`config.mk`:
```
export PLATFORM = sky130hd
export DESIGN_NAME = mbps_out_buf
export DESIGN_NICKNAME = d
export VERILOG_FILES = /design/src/mbps_pkg.sv /design/src/mbps_out_buf.sv
export SDC_FILE = /design/constraint.sdc
export NUM_CORES = 1
export LEC_CHECK = 0
export ABC_AREA = 1
export ABC_CLOCK_PERIOD_IN_PS = 2610
export BUFFER_PORTS_ARGS = -buffer_cell sky130_fd_sc_hd__buf_2
export CORE_AREA = 2 2 39 41
export CTS_BUF_LIST = sky130_fd_sc_hd__clkbuf_2
export DETAILED_ROUTE_END_ITERATION = 16
export DIE_AREA = 0 0 41 43
export GPL_ROUTABILITY_DRIVEN = 0
export PLACE_DENSITY = 0.38
export REMOVE_ABC_BUFFERS = 1
export SYNTH_ARGS = -nofsm -noshare
export SYNTH_HDL_FRONTEND = slang
export SYNTH_SLANG_ARGS = --single-unit
```
`constraint.sdc`:
```
create_clock -name clk -period 2.61 [get_ports clk]
set_input_delay 0.522 -clock clk [delete_from_list [all_inputs] [get_ports clk]]
set_output_delay 0.522 -clock clk [all_outputs]
set_load 0.05 [all_outputs]
```
`src/mbps_pkg.sv`:
```
// Shared types, opcodes and the hex-character decoder for the masked byte pattern scanner.
// No dependencies; imported by every module of the block.
`default_nettype none

package mbps_pkg;

	// opcode field of an input word
	localparam logic [1:0] OP_CLEAR   = 2'd0;
	localparam logic [1:0] OP_APPEND  = 2'd1;
	localparam logic [1:0] OP_RESTART = 2'd2;
	localparam logic [1:0] OP_SEARCH  = 2'd3;

	localparam int IN_DATA_W  = 24;
	localparam int OUT_DATA_W = 8;

	// control broadcast to every cell of the chain
	typedef struct packed {
		logic       shift;   // new pattern byte enters at the tail, all cells move one down
		logic       wipe;    // drop the whole pattern
		logic       flush;   // drop every active prefix
		logic       search;  // compare the stream byte this cycle
		logic [7:0] data;
	} cell_ctrl_t;

	// one result word, found in the lowest bit
	typedef struct packed {
		logic overflow;
		logic found;
	} result_t;

	// returns {care, value}; non-hex characters give a wildcard with value 0
	function automatic logic [4:0] decode_nibble(input logic [7:0] c);
		logic [4:0] r;
		r = 5'd0;
		if (c >= 8'h30 && c <= 8'h39) begin
			r = {1'b1, 4'(c - 8'h30)};
		end else if (c >= 8'h41 && c <= 8'h46) begin
			r = {1'b1, 4'(c - 8'h41 + 8'h0a)};
		end else if (c >= 8'h61 && c <= 8'h66) begin
			r = {1'b1, 4'(c - 8'h61 + 8'h0a)};
		end
		return r;
	endfunction

endpackage

`default_nettype wire

```
`src/mbps_out_buf.sv`:
```
// Output register plus skid stage for result words.
// Depends on mbps_pkg (result_t).
`default_nettype none

module mbps_out_buf
	import mbps_pkg::*;
(
	input  wire logic    clk,
	input  wire logic    arst_n,
	input  wire logic    in_valid,
	output logic         in_ready,
	input  wire result_t in_data,
	output logic         out_valid,
	input  wire logic    out_ready,
	output result_t      out_data
);

	logic    out_v_q;
	logic    skid_v_q;
	result_t out_q;
	result_t skid_q;
	logic    pop;

	assign pop      = out_v_q & out_ready;
	assign in_ready = ~skid_v_q;

	always_ff @(posedge clk or negedge arst_n) begin
		if (!arst_n) begin
			out_v_q  <= 1'b0;
			skid_v_q <= 1'b0;
		end else if (skid_v_q) begin
			if (pop) begin
				skid_v_q <= 1'b0;
			end
		end else if (in_valid) begin
			if (out_v_q && !pop) begin
				skid_v_q <= 1'b1;
			end else begin
				out_v_q <= 1'b1;
			end
		end else if (pop) begin
			out_v_q <= 1'b0;
		end
	end

	always_ff @(posedge clk) begin
		if (skid_v_q) begin
			if (pop) begin
				out_q <= skid_q;
			end
		end else if (in_valid) begin
			if (out_v_q && !pop) begin
				skid_q <= in_data;
			end else begin
				out_q <= in_data;
			end
		end
	end

	assign out_valid = out_v_q;
	assign out_data  = out_q;

	a_skid_behind_out: assert property (@(posedge clk) disable iff (!arst_n)
		skid_v_q |-> out_v_q)
		else $error("skid word held with empty output register");

	a_skid_drains: assert property (@(posedge clk) disable iff (!arst_n)
		(skid_v_q && out_ready) |=> (out_v_q && !skid_v_q))
		else $error("skid word not moved to output on pop");

	a_no_drop: assert property (@(posedge clk) disable iff (!arst_n)
		(in_valid && in_ready && out_v_q && !out_ready) |=> skid_v_q)
		else $error("accepted word lost while output stalled");

endmodule

`default_nettype wire

```
* Word level (Yosys, flattened, before mapping)
Index checks and enable logic that the tools add are counted.
Widths: inputs -> output; s select.
** Storage, ports and cells
- Bits in registers :: 6
- Output and inout port bits :: 4
- Logic and storage cells :: 29
** Operators by class
- Reductions and logical operators :: 7
- Bitwise gates (word level) :: 2
- Eq/ne operators :: 3
- Multiplexer cells :: 11
** Operators with widths (number)
- $reduce_and 3->1 :: 3
- $mux 2 :: 4
- $mux 1 :: 7
- $ne 2x2->1 const B :: 2
- $reduce_bool 2->1 :: 2
- $ne 2x1->1 const B :: 1
- $and 1x1->1 :: 1
- $logic_and 1x1->1 :: 1
- $logic_not 1->1 :: 1
- $not 1->1 :: 1

* Logic depth before layout (Yosys ltp)
- Word-level depth :: 6
- Depth in mapped cells :: 4
- Gate-level depth less buffers :: 4

* Worst setup path after synthesis
OpenSTA, ideal clock, no wires.
- Path kind :: register to register
- Start point :: register out_v_q, in the netlist out_valid
- End point :: register skid_q[0] (netlist name) (enable)
- Stages on the path, launching flop included :: 5
- Library setup time :: 0.294 ns
- Path slack :: 1.303 ns
- Path buffers :: 0
- Arrival :: 1.013 ns
- Period minus slack after synthesis :: 1.307 ns
- Cells stage by stage :: dfrtp_1 > inv_1 > nor2_2 > nand2_1 > inv_1
** Between the ends
- Cells in the longest elaborated chain, start to end :: 4
** Ends and longest elaborated chain
- from (decl) :: RTL line mbps_out_buf.sv:18 : logic out_v_q;
- from (signal assigned) :: RTL line mbps_out_buf.sv:29 : out_v_q <= 1'b0;
- from (signal assigned) :: RTL line mbps_out_buf.sv:39 : out_v_q <= 1'b1;
- from (signal assigned) :: RTL line mbps_out_buf.sv:42 : out_v_q <= 1'b0;
- $and 1x1->1 :: RTL line mbps_out_buf.sv:24 : assign pop = out_v_q & out_ready;
- $logic_not 1->1 :: RTL line mbps_out_buf.sv:52 : if (out_v_q && !pop) begin
- $logic_and 1x1->1 * :: RTL line mbps_out_buf.sv:52
- $reduce_and 3->1 (no line) *
- to (signal assigned) :: RTL line mbps_out_buf.sv:53 : skid_q <= in_data;
- to (decl) :: RTL line mbps_out_buf.sv:21 : result_t skid_q;
Every way passes the cells marked *; elsewhere a longest branch is shown, timed or not.
A chain may end at the register's enable or synchronous reset.

* Final worst setup path
- Start point :: register skid_v_q
- End point :: output in_ready
** Between the ends
- Cells in the longest elaborated chain, start to end :: 1
** Ends and longest elaborated chain
- from (decl) :: RTL line mbps_out_buf.sv:19 : logic skid_v_q;
- from (signal assigned) :: RTL line mbps_out_buf.sv:30 : skid_v_q <= 1'b0;
- from (signal assigned) :: RTL line mbps_out_buf.sv:33 : skid_v_q <= 1'b0;
- from (signal assigned) :: RTL line mbps_out_buf.sv:37 : skid_v_q <= 1'b1;
- $not 1->1 (no line)
- to (decl) :: RTL line mbps_out_buf.sv:11 : output logic in_ready,
No other way between the ends.

==> results.json <==
{
  "ctsHoldBuffers": 0,
  "finalWirelength_um": 500,
  "wl_per_cell_um": 8.929,
  "syn_area_per_cell_um2": 9.429,
  "place_ws_ns": 1.299,
  "core_um2": 1384,
  "routed-via-count": 204,
  "arrival_ns": 1.03,
  "fin_crit_ns": 1.553,
  "cp-start-kind": "register",
  "p_leak_nw": 0.1819,
  "powerDensity_nw_per_um2": 1228,
  "dp.cells": 53,
  "portBuffers": 9,
  "cts_tree": "yes",
  "drc": 0,
  "ys_ff_latch": 6,
  "rows": 14,
  "cts-resized-gates": 0,
  "grt_max_degree": 7,
  "worstSetupPathType": "reg2out",
  "irDropWorstVdd_mv": 0.3646,
  "tightest_slew_ns": 0.2524,
  "hpwl_um": 419,
  "final_cell_mix": "12 x nand2_1, 9 x buf_2, 4 x inv_1, 4 x edfxtp_1, 3 x clkbuf_2",
  "grt_pass1_wl_um": 752,
  "fin_area_um2": 344.1,
  "setup_viol": 0,
  "reg2reg_depth": 3,
  "placed_area_um2": 329.1,
  "grt_usage": 0.07078,
  "die_h_um": 43,
  "end_kind": "output port",
  "h-tree-depth": 1,
  "grt_pass1_vias": 202,
  "ios": 10,
  "clock_sinks": 6,
  "critPathMaxFanout": 6,
  "fp.dieW_um": 41,
  "ys_warn_count": 0,
  "final_hold_viol_count": 0,
  "yosysSeqAreaShare": 0.6445,
  "synth_area_um2": 264.0,
  "outcome": "complete, no violations",
  "insertion_delay_ns": 0.22,
  "dr.pass1.iters": 4,
  "hp-class": "in2async",
  "rr_startpoint": "skid_v_q",
  "final-max-slew-violation-count": 0,
  "cts_buffer_depth": 2,
  "path_clk_slew_ns": 0.06,
  "diodes": 0,
  "postSynthCellCount": 28,
  "final_common_cell": "nand2_1",
  "viasPerCell": 3.643,
  "drtIter0Drc": 6,
  "antenna_found_initial": 0,
  "timing.rr.end": "out_data[0]",
  "cts_root_buf": "clkbuf_2",
  "numCtsBuffers": 3,
  "postCtsSetupBuffers": 0,
  "instances_no_fill": 56,
  "synth.distinct_cells": 10,
  "r2r_slack_ns": 1.55,
  "rsz0062_at_grt": "false",
  "worst_hold_slack_ns": 0.07562,
  "synthToLayoutAreaGrowth_pct": 30.33,
  "max_cap_violations": 0,
  "max_slew_margin": 0.8329,
  "drive_gt1_frac": 0.4000,
  "grt_overflow_total": 0,
  "postLayoutSetupSlackWorst_ns": 1.057,
  "finalSetupTns_ns": 0,
  "max_clock_freq_mhz": 643.9,
  "fin_nets": 48,
  "skew_ns": 0.003242,
  "min_period_over_period": 0.5950,
  "die-area_um2": 1763,
  "start_util": 0.1908,
  "ant_nets": 0,
  "crit_required_ns": 2.09
}
==> synth_stat cells <==
master | instances | share of area
inv_1 | 4 | 0.057
nand3_1 | 1 | 0.019
nor2_2 | 1 | 0.024
edfxtp_1 | 4 | 0.45
inv_2 | 1 | 0.014
dfrtp_1 | 2 | 0.19
nand2_2 | 1 | 0.024
a21oi_2 | 1 | 0.033
nand2_1 | 12 | 0.17
nor2_1 | 1 | 0.014
==> cell type report <==
type,count,area (um2)
repair buffers,9,45.04
fillers,152,1040
well taps,16,20.02
inverters,5,18.77
flip-flops and latches,6,170.2
multi-input cells,17,75.07
clock buffers,3,15.01
==> critical path, stage by stage, from the launching register on <==
cell and delay, ns:
dfrtp_1 0.44, inv_2 0.11, buf_2 0.26
==> flip-flops by register name, summed over array words and instances, names as in the netlist <==
name	cells
out_data	2
out_valid	1
skid_q	2
skid_v_q	1
==> routing by layer <==
layer  GRT usage  routed length [um]
met2     0.09688                 229
met3     0.03141                  56
met4     0.06000                   0
met1     0.07895                 214
met5           0                   0
==> how the worst max path moves through the flow <==
stage	startpoint	to	slack, ns	cells past startpoint
after floorplan	out_valid	skid_q[0]	1.30	4
after global placement	skid_v_q	in_ready	1.32	2
after detailed placement	skid_v_q	in_ready	1.30	2
after CTS	skid_v_q	in_ready	1.05	2
after global routing	skid_v_q	in_ready	1.01	2
final	skid_v_q	in_ready	1.06	2
==> cells by family after synthesis <==
family,after synthesis,share of synthesized area
compound gates,1,0.03318
buf+inv,5,0.07106
simple gates,16,0.2512
flops,6,0.6446
==> per-stage QoR <==
stage | power, W | util
floorplan | 0.0003150 | -
global placement | 0.0003579 | 0.2378
detailed placement | 0.0003614 | 0.2378
CTS | 0.0004275 | 0.2486
global route | 0.0004509 | 0.2486
finish | 0.0004224 | 0.2486
==> where the power goes <==
part | leakage [nW] | total (W) | internal, W | switching, W
combinational | 0.108 | 0.000195 | 0.0000447 | 0.000151
clock | 0.0125 | 0.0000653 | 0.0000312 | 0.0000341
sequential | 0.0611 | 0.000162 | 0.000139 | 0.0000227
No activity file was read; power rests on OpenSTA's default activity.
