`config.mk`:
```
export PLATFORM = sky130hd
export DESIGN_NAME = mbps_cell
export DESIGN_NICKNAME = d
export VERILOG_FILES = /design/src/mbps_pkg.sv /design/src/mbps_cell.sv
export SDC_FILE = /design/constraint.sdc
export NUM_CORES = 1
export LEC_CHECK = 0
export BUFFER_PORTS_ARGS = -buffer_cell sky130_fd_sc_hd__clkbuf_2
export CORE_UTILIZATION = 41
export DETAILED_ROUTE_END_ITERATION = 8
export GPL_TIMING_DRIVEN = 0
export PLACE_DENSITY = 0.81
export RECOVER_POWER = 100
export SYNTH_ARGS = -nofsm -noshare
export SYNTH_HDL_FRONTEND = slang
export SYNTH_SLANG_ARGS = --single-unit
export TNS_END_PERCENT = 50
```
`constraint.sdc`:
```
create_clock -name clk -period 3.3 [get_ports clk]
set_input_delay 0.66 -clock clk [delete_from_list [all_inputs] [get_ports clk]]
set_output_delay 0.66 -clock clk [all_outputs]
set_load 0.02 [all_outputs]
```
`src/mbps_pkg.sv`:
```
// Shared types, opcodes and the hex-character decoder for the masked byte pattern scanner.
// No dependencies; imported by every module of the block.
`default_nettype none

package mbps_pkg;

	// opcode field of an input word
	localparam logic [1:0] OP_CLEAR   = 2'd0;
	localparam logic [1:0] OP_APPEND  = 2'd1;
	localparam logic [1:0] OP_RESTART = 2'd2;
	localparam logic [1:0] OP_SEARCH  = 2'd3;

	localparam int IN_DATA_W  = 24;
	localparam int OUT_DATA_W = 8;

	// control broadcast to every cell of the chain
	typedef struct packed {
		logic       shift;   // new pattern byte enters at the tail, all cells move one down
		logic       wipe;    // drop the whole pattern
		logic       flush;   // drop every active prefix
		logic       search;  // compare the stream byte this cycle
		logic [7:0] data;
	} cell_ctrl_t;

	// one result word, found in the lowest bit
	typedef struct packed {
		logic overflow;
		logic found;
	} result_t;

	// returns {care, value}; non-hex characters give a wildcard with value 0
	function automatic logic [4:0] decode_nibble(input logic [7:0] c);
		logic [4:0] r;
		r = 5'd0;
		if (c >= 8'h30 && c <= 8'h39) begin
			r = {1'b1, 4'(c - 8'h30)};
		end else if (c >= 8'h41 && c <= 8'h46) begin
			r = {1'b1, 4'(c - 8'h41 + 8'h0a)};
		end else if (c >= 8'h61 && c <= 8'h66) begin
			r = {1'b1, 4'(c - 8'h61 + 8'h0a)};
		end
		return r;
	endfunction

endpackage

`default_nettype wire

```
`src/mbps_cell.sv`:
```
// One cell of the scanner chain: a pattern byte, its nibble mask, a valid bit and
// an active-prefix bit. Depends on mbps_pkg.
`default_nettype none

module mbps_cell
	import mbps_pkg::*;
(
	input  wire logic       clk,
	input  wire logic       arst_n,
	input  wire cell_ctrl_t ctrl,
	// from the cell behind (toward the tail), used on a shift
	input  wire logic [7:0] nb_val,
	input  wire logic [7:0] nb_mask,
	input  wire logic       nb_vld,
	input  wire logic       nb_act,
	// low nibble write, only ever enabled on the tail cell
	input  wire logic       lo_wr,
	input  wire logic [3:0] lo_val,
	input  wire logic [3:0] lo_mask,
	// from the cell ahead (toward the head)
	input  wire logic       prev_vld,
	input  wire logic       prev_adv,
	output logic [7:0]      val,
	output logic [7:0]      mask,
	output logic            vld,
	output logic            act,
	output logic            adv
);

	logic [7:0] val_q;
	logic [7:0] mask_q;
	logic       vld_q;
	logic       act_q;
	logic       live;
	logic       match;

	assign match = ((ctrl.data ^ val_q) & mask_q) == 8'h00;
	// the first pattern byte is always live
	assign live  = act_q | (vld_q & ~prev_vld);
	assign adv   = vld_q & live & match;

	always_ff @(posedge clk or negedge arst_n) begin
		if (!arst_n) begin
			vld_q <= 1'b0;
			act_q <= 1'b0;
		end else begin
			if (ctrl.wipe) begin
				vld_q <= 1'b0;
			end else if (ctrl.shift) begin
				vld_q <= nb_vld;
			end
			if (ctrl.flush) begin
				act_q <= 1'b0;
			end else if (ctrl.search) begin
				act_q <= prev_adv;
			end else if (ctrl.shift) begin
				act_q <= nb_act;
			end
		end
	end

	always_ff @(posedge clk) begin
		if (ctrl.shift) begin
			val_q  <= nb_val;
			mask_q <= nb_mask;
		end else if (lo_wr) begin
			val_q[3:0]  <= lo_val;
			mask_q[3:0] <= lo_mask;
		end
	end

	assign val  = val_q;
	assign mask = mask_q;
	assign vld  = vld_q;
	assign act  = act_q;

endmodule

`default_nettype wire

```
Word level (Yosys, flattened, before mapping)
Index checks and enable logic that the tools add are counted.
- register bits after elaboration: 18
- logic and storage cells: 26
- input bits: 43
- bitwise logic cells: 7
- reduce and logical (&&, ||, !) cells: 4
- multiplexer cells: 9
- operator list (kind ; number):
    $mux W4 ; 4
    $and A8 B8 Y8 ; 1
    $logic_not A8 Y1 ; 1
    $xor A8 B8 Y8 ; 1
    $mux W1 ; 5
    $reduce_bool A2 Y1 ; 2
    $and A1 B1 Y1 ; 3
    $reduce_bool A3 Y1 ; 1
    $not A1 Y1 ; 1
    $or A1 B1 Y1 ; 1

Longest topological paths before layout
Gate-level depths: netlist of run 1.
- depth after elaboration: 5
- depth in mapped cells: 4

Worst setup path after synthesis of run 1
Ideal clock, no wire load.
- path kind: in2out
- from: input ctrl[6] (netlist name)
- to: output adv
- setup slack: 1079 ps
- stages: 4
- data required time: 2640 ps
- arrival: 1561 ps
- path buffers: 0
- cells stage by stage: xor2_1 > a222oi_1 > nand3_1 > a211oi_2
- longest elaborated chain between the ends: 4
- ends and longest elaborated chain (what ; RTL line ; source):
    start, declared ; mbps_cell.sv:10 ; input wire cell_ctrl_t ctrl,
    $xor A8 B8 Y8 ; mbps_cell.sv:37 ; assign match = ((ctrl.data ^ val_q) & mask_q) == 8'h00;
    $and A8 B8 Y8 ; mbps_cell.sv:37 ;
    $logic_not A8 Y1 ; mbps_cell.sv:37 ;
    $and A1 B1 Y1 ; mbps_cell.sv:40 ; assign adv = vld_q & live & match;
    end, declared ; mbps_cell.sv:27 ; output logic adv
No other way between the ends.

Final worst setup path of run 1
Same ends and word-level chain as after synthesis.

==> results of run 1 <==
==> Yosys cell counts (all sizes together) <==
cell type	instances
mux2	8
nand3	1
dfrtp	2
buf	1
nor2	3
a222oi	1
a21oi	1
a211oi	1
mux2i	2
edfxtp	16
o21ai	1
a22oi	2
inv	1
or2	1
xor2	8
==> layout make-up <==
class,count,area [um^2],share of cell area [%]
plain buffers,1,3.754,0.3337
flip-flops and latches,18,530.5,47.16
inverters,1,3.754,0.3337
repair buffers,61,279.0,24.81
clock buffers,4,26.28,2.336
multi-input cells,29,250.2,22.25
well taps,25,31.28,2.781
==> metal layers <==
metal  share of wire (%)  wire, um  GRT usage (%)
met5                   0         0              0
met4                0.62        10          7.059
met3                 7.2       117          3.571
met2                  52       840          28.45
met1                  40       655          15.21
==> worst max-delay path: stages <==
cell	delay (ps)
clkbuf_2	90
xor2_1	130
a222oi_1	310
nand3_1	120
a211oi_2	160
clkbuf_1	250
==> state kept, by name, indices dropped and copies added, names as in the netlist <==
| signal | count |
|---|---|
| act | 1 |
| mask | 8 |
| val | 8 |
| vld | 1 |
==> report_power, final <==
group | total, W | internal [W] | switching [W] | leakage (nW)
logic | 0.000101 | 0.0000440 | 0.0000572 | 0.293
registers | 0.000285 | 0.000272 | 0.0000126 | 0.186
clock network | 0.000107 | 0.0000468 | 0.0000600 | 0.0150
total | 0.000493 | 0.000363 | 0.000130 | 0.494
==> stage by stage <==
stage / area [um^2] / instances / power [W] / utilization [%]
global placement: 1126 / 135 / 0.0003941 / 63.83
detailed placement: 1126 / 135 / 0.0003988 / 63.83
global route: 1125 / 139 / 0.0005155 / 63.76
CTS: 1152 / 139 / 0.0005038 / 65.32
floorplan: 789.5 / 49 / 0.0003453 / -
finish: 1125 / 139 / 0.0004927 / 63.76
==> worst min-delay path by stage <==
| stage | depth (start not counted) | to | startpoint |
|---|---|---|---|
| final | 1 | act$_DFFE_PN0P_ | arst_n |
| after global routing | 1 | vld$_DFFE_PN0P_ | arst_n |
| after CTS | 1 | vld$_DFFE_PN0P_ | arst_n |
| after detailed placement | 1 | act$_DFFE_PN0P_ | arst_n |
| after global placement | 1 | vld$_DFFE_PN0P_ | arst_n |
| after floorplan | 0 | act$_DFFE_PN0P_ | arst_n |
==> cell families after synthesis <==
logic type | count (synthesis)
AND/OR/NAND/NOR | 5
AO/OA/AOI/OAI | 6
flip-flops | 18
buffers and inverters | 2
XOR/XNOR | 8
multiplexers | 10
==> impl_metrics.tcl, run 1 <==
set metrics [dict create \
    arrival_ps 1720 \
    synthAdderAreaFrac_pct 0 \
    startpoint "ctrl[6]" \
    grt_first_pass_wirelength_um 2180 \
    final_common_cell "clkbuf_2" \
    postRouteAntennaNets 0 \
    clk_path_buf_depth 2 \
    grt-ovfl-total 0 \
    grt_setup_unrepaired "no" \
    synthesis.area_um2 789.5 \
    cts.sink_count 18 \
    netlist_instances 49 \
    synth_compound_area_share_pct 6.022 \
    cts_buffers 3 \
    fin_crit_sh_pct 72.17 \
    slew_headroom_pct 63.35 \
    cp_max_fo 1 \
    numPortBuffers 61 \
    num_rows 15 \
    fin_nets 158 \
    synthSimpleGateAreaFrac_pct 2.853 \
    cts_root_buf "clkbuf_4" \
    fill_cells 162 \
    gr-usage-all-layers_pct 15.08 \
    cts_tree "yes" \
    critPathLaunchType "primary input" \
    leakage_nw 0.4941 \
    first_iter_violations 6 \
    pwr_density_cell_nw_per_um2 438.0 \
    setup_violations 0 \
    cap_violations 0 \
    ios 62 \
    pre_cts_ws_ps 949.2 \
    synth.largest_area_cell "edfxtp_1" \
    core_area_um2 1764 \
    crit_type "in2out" \
    start_util_pct 44.75 \
    regToRegSetupSlack_ps 2440 \
    finalCriticalPeriod_ps 2381 \
    area_growth_pct 42.47 \
    vias 637 \
    wl_per_cell_um 11.68 \
    synth_seq_area_share_pct 67.19 \
    status "completed" \
    worst_slew_pin_slew_ps 549.7 \
    end_kind "primary output" \
    r2r_start "act$_DFFE_PN0P_" \
    grt_pass1_vias 563 \
    fin_hold_ws_ps 146.7 \
    postRouteWirelength_um 1623 \
    dp_hpwl_um 1399 \
    postCtsHoldBufs 0 \
    setup_slack_ps 918.6 \
    endpoint "adv" \
    drive_above_1_share_pct 45.61 \
    clock_latency_ps 270 \
    diodes 0 \
    ys_types 15 \
    ys_ff_latch 18 \
    ir_worst_vdd_v 0.0002413 \
    finalHoldViolCount 0 \
    die_w_um 45.88 \
    gp_congestion 0.6351 \
    die_h_um 45.88 \
    worst_r2r_endpoint "act$_DFFE_PN0P_" \
    muxShareOfSynthArea_pct 13.95 \
    max_freq_mhz 419.9 \
    dr.pass1.iters 4 \
    avgSynthCellArea_um2 16.11 \
    finalClockSkew_ps 0 \
    maxSlewViolCount 0 \
    yosysWarnings 0 \
    synth_xor_area_share_pct 8.875 \
    drc 0 \
    cts_max_level 1 \
    required_ps 2640 \
    via_per_inst 4.583 \
    final_cell_mix "40 x clkbuf_2, 23 x clkbuf_1, 16 x edfxtp_1, 8 x mux2_2, 8 x xor2_1" \
    grt_antenna_before_repair 0 \
    synth_top_area_share_pct 60.86 \
    synth.net_count 92 \
    cts_setup_buffers 0 \
    finalSetupTns_ps 0 \
    synth.area.top_cells "edfxtp_1 61%, mux2_2 11%, xor2_1 8.9%, dfrtp_1 6.3%, mux2i_1 2.5%" \
    worstRegToRegCells 4 \
    grt_max_degree 11 \
    synth_top_family_by_area "multiplexers" \
    hp-class "in2async" \
    dieArea_um2 2105 \
    clk_pin_slew_ps 90 \
    cts_resized 0 \
]
No activity file was read; power rests on OpenSTA's default activity.
==> run 2: changes to the inputs <==
--- a/config.mk
+++ b/config.mk
@@ -6,10 +6,10 @@
 export NUM_CORES = 1
 export LEC_CHECK = 0
 export BUFFER_PORTS_ARGS = -buffer_cell sky130_fd_sc_hd__clkbuf_2
-export CORE_UTILIZATION = 41
+export CORE_UTILIZATION = 34
 export DETAILED_ROUTE_END_ITERATION = 8
 export GPL_TIMING_DRIVEN = 0
-export PLACE_DENSITY = 0.81
+export PLACE_DENSITY = 0.72
 export RECOVER_POWER = 100
 export SYNTH_ARGS = -nofsm -noshare
 export SYNTH_HDL_FRONTEND = slang
==> constraint.sdc (replaced) <==
create_clock -name clk -period 2 [get_ports clk]
set_input_delay 0.4 -clock clk [delete_from_list [all_inputs] [get_ports clk]]
set_output_delay 0.4 -clock clk [all_outputs]
set_load 0.02 [all_outputs]
==> run 2 against run 1 <==
Compared with the run above: the flow now finishes with violations (negative setup slack); setup slack worse by 940 ps; critical path depth shrank 1; via count grew 3.5%; largest cell class unchanged.
==> impl_metrics.tcl, run 2 (same netlist as run 1, synthesis figures left out) <==
set metrics [dict create \
    status "complete, but fails checks" \
    violations "negative setup slack" \
    max_freq_mhz 495.4 \
    wl_per_cell_um 12.04 \
    arrival_ps 1620 \
    finalHoldViolCount 0 \
    drive_above_1_share_pct 47.83 \
    final_cell_mix "42 x clkbuf_2, 20 x clkbuf_1, 16 x edfxtp_1, 8 x mux2_2, 8 x xor2_1" \
    p_clk_share_pct 21.6 \
    cp_top_family "compound AO/OA/AOI/OAI gates" \
    worst_slew_pin_slew_ps 564.4 \
    dp_hpwl_um 1424 \
    fin_util_pct 52.26 \
    finalCriticalPeriod_ps 2019 \
    pwr_density_cell_nw_per_um2 714.3 \
    clk_path_buf_depth 2 \
    ios 62 \
    cts_root_buf "clkbuf_4" \
    vias 659 \
    worst_path_max_delay_cell "edfxtp_1" \
    grt-ovfl-total 0 \
    multiInputGateArea_um2 250.2 \
    gp_congestion 0.6220 \
    maxSlewViolCount 0 \
    p_switching_w 0.0002164 \
    grt_setup_unrepaired "yes" \
    crit_type "reg2out" \
    cts_max_level 1 \
    critPathLaunchType "register" \
    required_ps 1600 \
    final-seq-area_um2 530.5 \
    setup_violations 1 \
    clock_latency_ps 270 \
    fill_cells 206 \
    first_iter_violations 16 \
    cpPeakStageDelay_ps 410 \
    start_util_pct 36.04 \
    grt_first_pass_wirelength_um 2539 \
    dieArea_um2 2519 \
    cp_max_fo 2 \
    end_kind "primary output" \
    grt_max_degree 11 \
    gr-usage-all-layers_pct 13.89 \
    area_growth_pct 45.01 \
    postRouteWirelength_um 1722 \
    fin_nets 159 \
    cap_violations 0 \
    internal_power_w 0.0006013 \
    worst-path-buf-inv 1 \
    fin_crit_sh_pct 100.9 \
    leakage_nw 0.5085 \
    grt_pass1_vias 600 \
    grt_antenna_before_repair 0 \
    die_w_um 50.19 \
    cts_buffers 3 \
    cts.sink_count 18 \
    die_h_um 50.19 \
    hp-class "in2reg" \
    finalClockSkew_ps 0 \
    drc 0 \
    via_per_inst 4.608 \
    diodes 0 \
    cts_tree "yes" \
    p_comb_share_pct 20.9 \
    ir_worst_vdd_v 0.0003920 \
    postRouteAntennaNets 0 \
    numPortBuffers 61 \
    clk_pin_slew_ps 100 \
    num_rows 17 \
    core_area_um2 2191 \
    power.total_w 0.0008177 \
    path_cells "xor2_1, a222oi_1, nand3_1, a211oi_2, buf_4" \
    setup_slack_ps -18.52 \
    netSwitchingFraction_pct 26.46 \
    final_common_cell "clkbuf_2" \
    slew_headroom_pct 62.37 \
    power_frac_seq_pct 57.4 \
    dr.pass1.iters 4 \
]
## run 2: changes by cell type in the layout (fill, tap and decap cells not counted), sizes merged
cell and change:
dlygate4sd3 +1, clkbuf -1, buf +1
## run 2: path summary, 6_finish.rpt
| check | start | to | slack (ps) | depth (start not counted) |
|---|---|---|---|---|
| setup / recovery | val[6]$_DFFE_PP_ | adv | -20 | 5 |
| hold / removal | ctrl[10] | vld$_DFFE_PN0P_ | 270 | 2 |
| setup reg to reg | act$_DFFE_PN0P_ | act$_DFFE_PN0P_ | 1170 | 4 |
| hold reg to reg | vld$_DFFE_PN0P_ | vld$_DFFE_PN0P_ | 590 | 2 |
| max in group asynchronous | arst_n | act$_DFFE_PN0P_ | 1430 | 2 |
| min in group asynchronous | arst_n | vld$_DFFE_PN0P_ | 440 | 2 |
## run 2: power groups by stage
stage	clock (W)	combinational [W]	sequential [W]
2_1_floorplan	0	0.0000502	0.000520
3_3_place_gp	0	0.000176	0.000475
3_5_place_dp	0	0.000180	0.000479
4_1_cts	0.000183	0.000182	0.000470
5_1_grt	0.000196	0.000186	0.000473
6_report	0.000177	0.000171	0.000470
## run 2: layer usage
layer / up-vias / track usage, % / part of all wire, %
li1: 317 / - / -
met1: 303 / 14.15 / 35
met2: 37 / 26.00 / 55
met3: 2 / 3.939 / 9.1
met4: 0 / 5.714 / 0.81
met5: - / 0 / 0
## run 2: cell type report
type / instances / share of cell area (%)
Buffer: 1 / 0.3279
Clock buffer: 4 / 2.295
Inverter: 1 / 0.3279
Multi-Input combinational cell: 29 / 21.86
Sequential cell: 18 / 46.34
Tap cell: 28 / 3.060
Timing Repair Buffer: 62 / 25.79
## run 2: through the flow
stage	hold WS (ps)	setup slack, ps	TNS, ps	area [um^2]	cells
finish	265.9	-18.52	-18.52	1145	143
global route	255.1	-180.1	-615.7	1145	143
CTS	261.0	-67.40	-67.40	1169	143
detailed placement	193.1	171.2	0	1130	138
global placement	186.0	167.0	0	1130	138
floorplan	104.4	148.0	0	789.5	49
## run 2: what timing repair did
action                                  in CTS  in global routing
endpoints found under the setup margin       1                  1
hold endpoints to repair                     2                  0
resized for setup                            1                  1
pin swaps                                    2                  0
hold buffers                                 1                  0
setup buffers                                0                  0
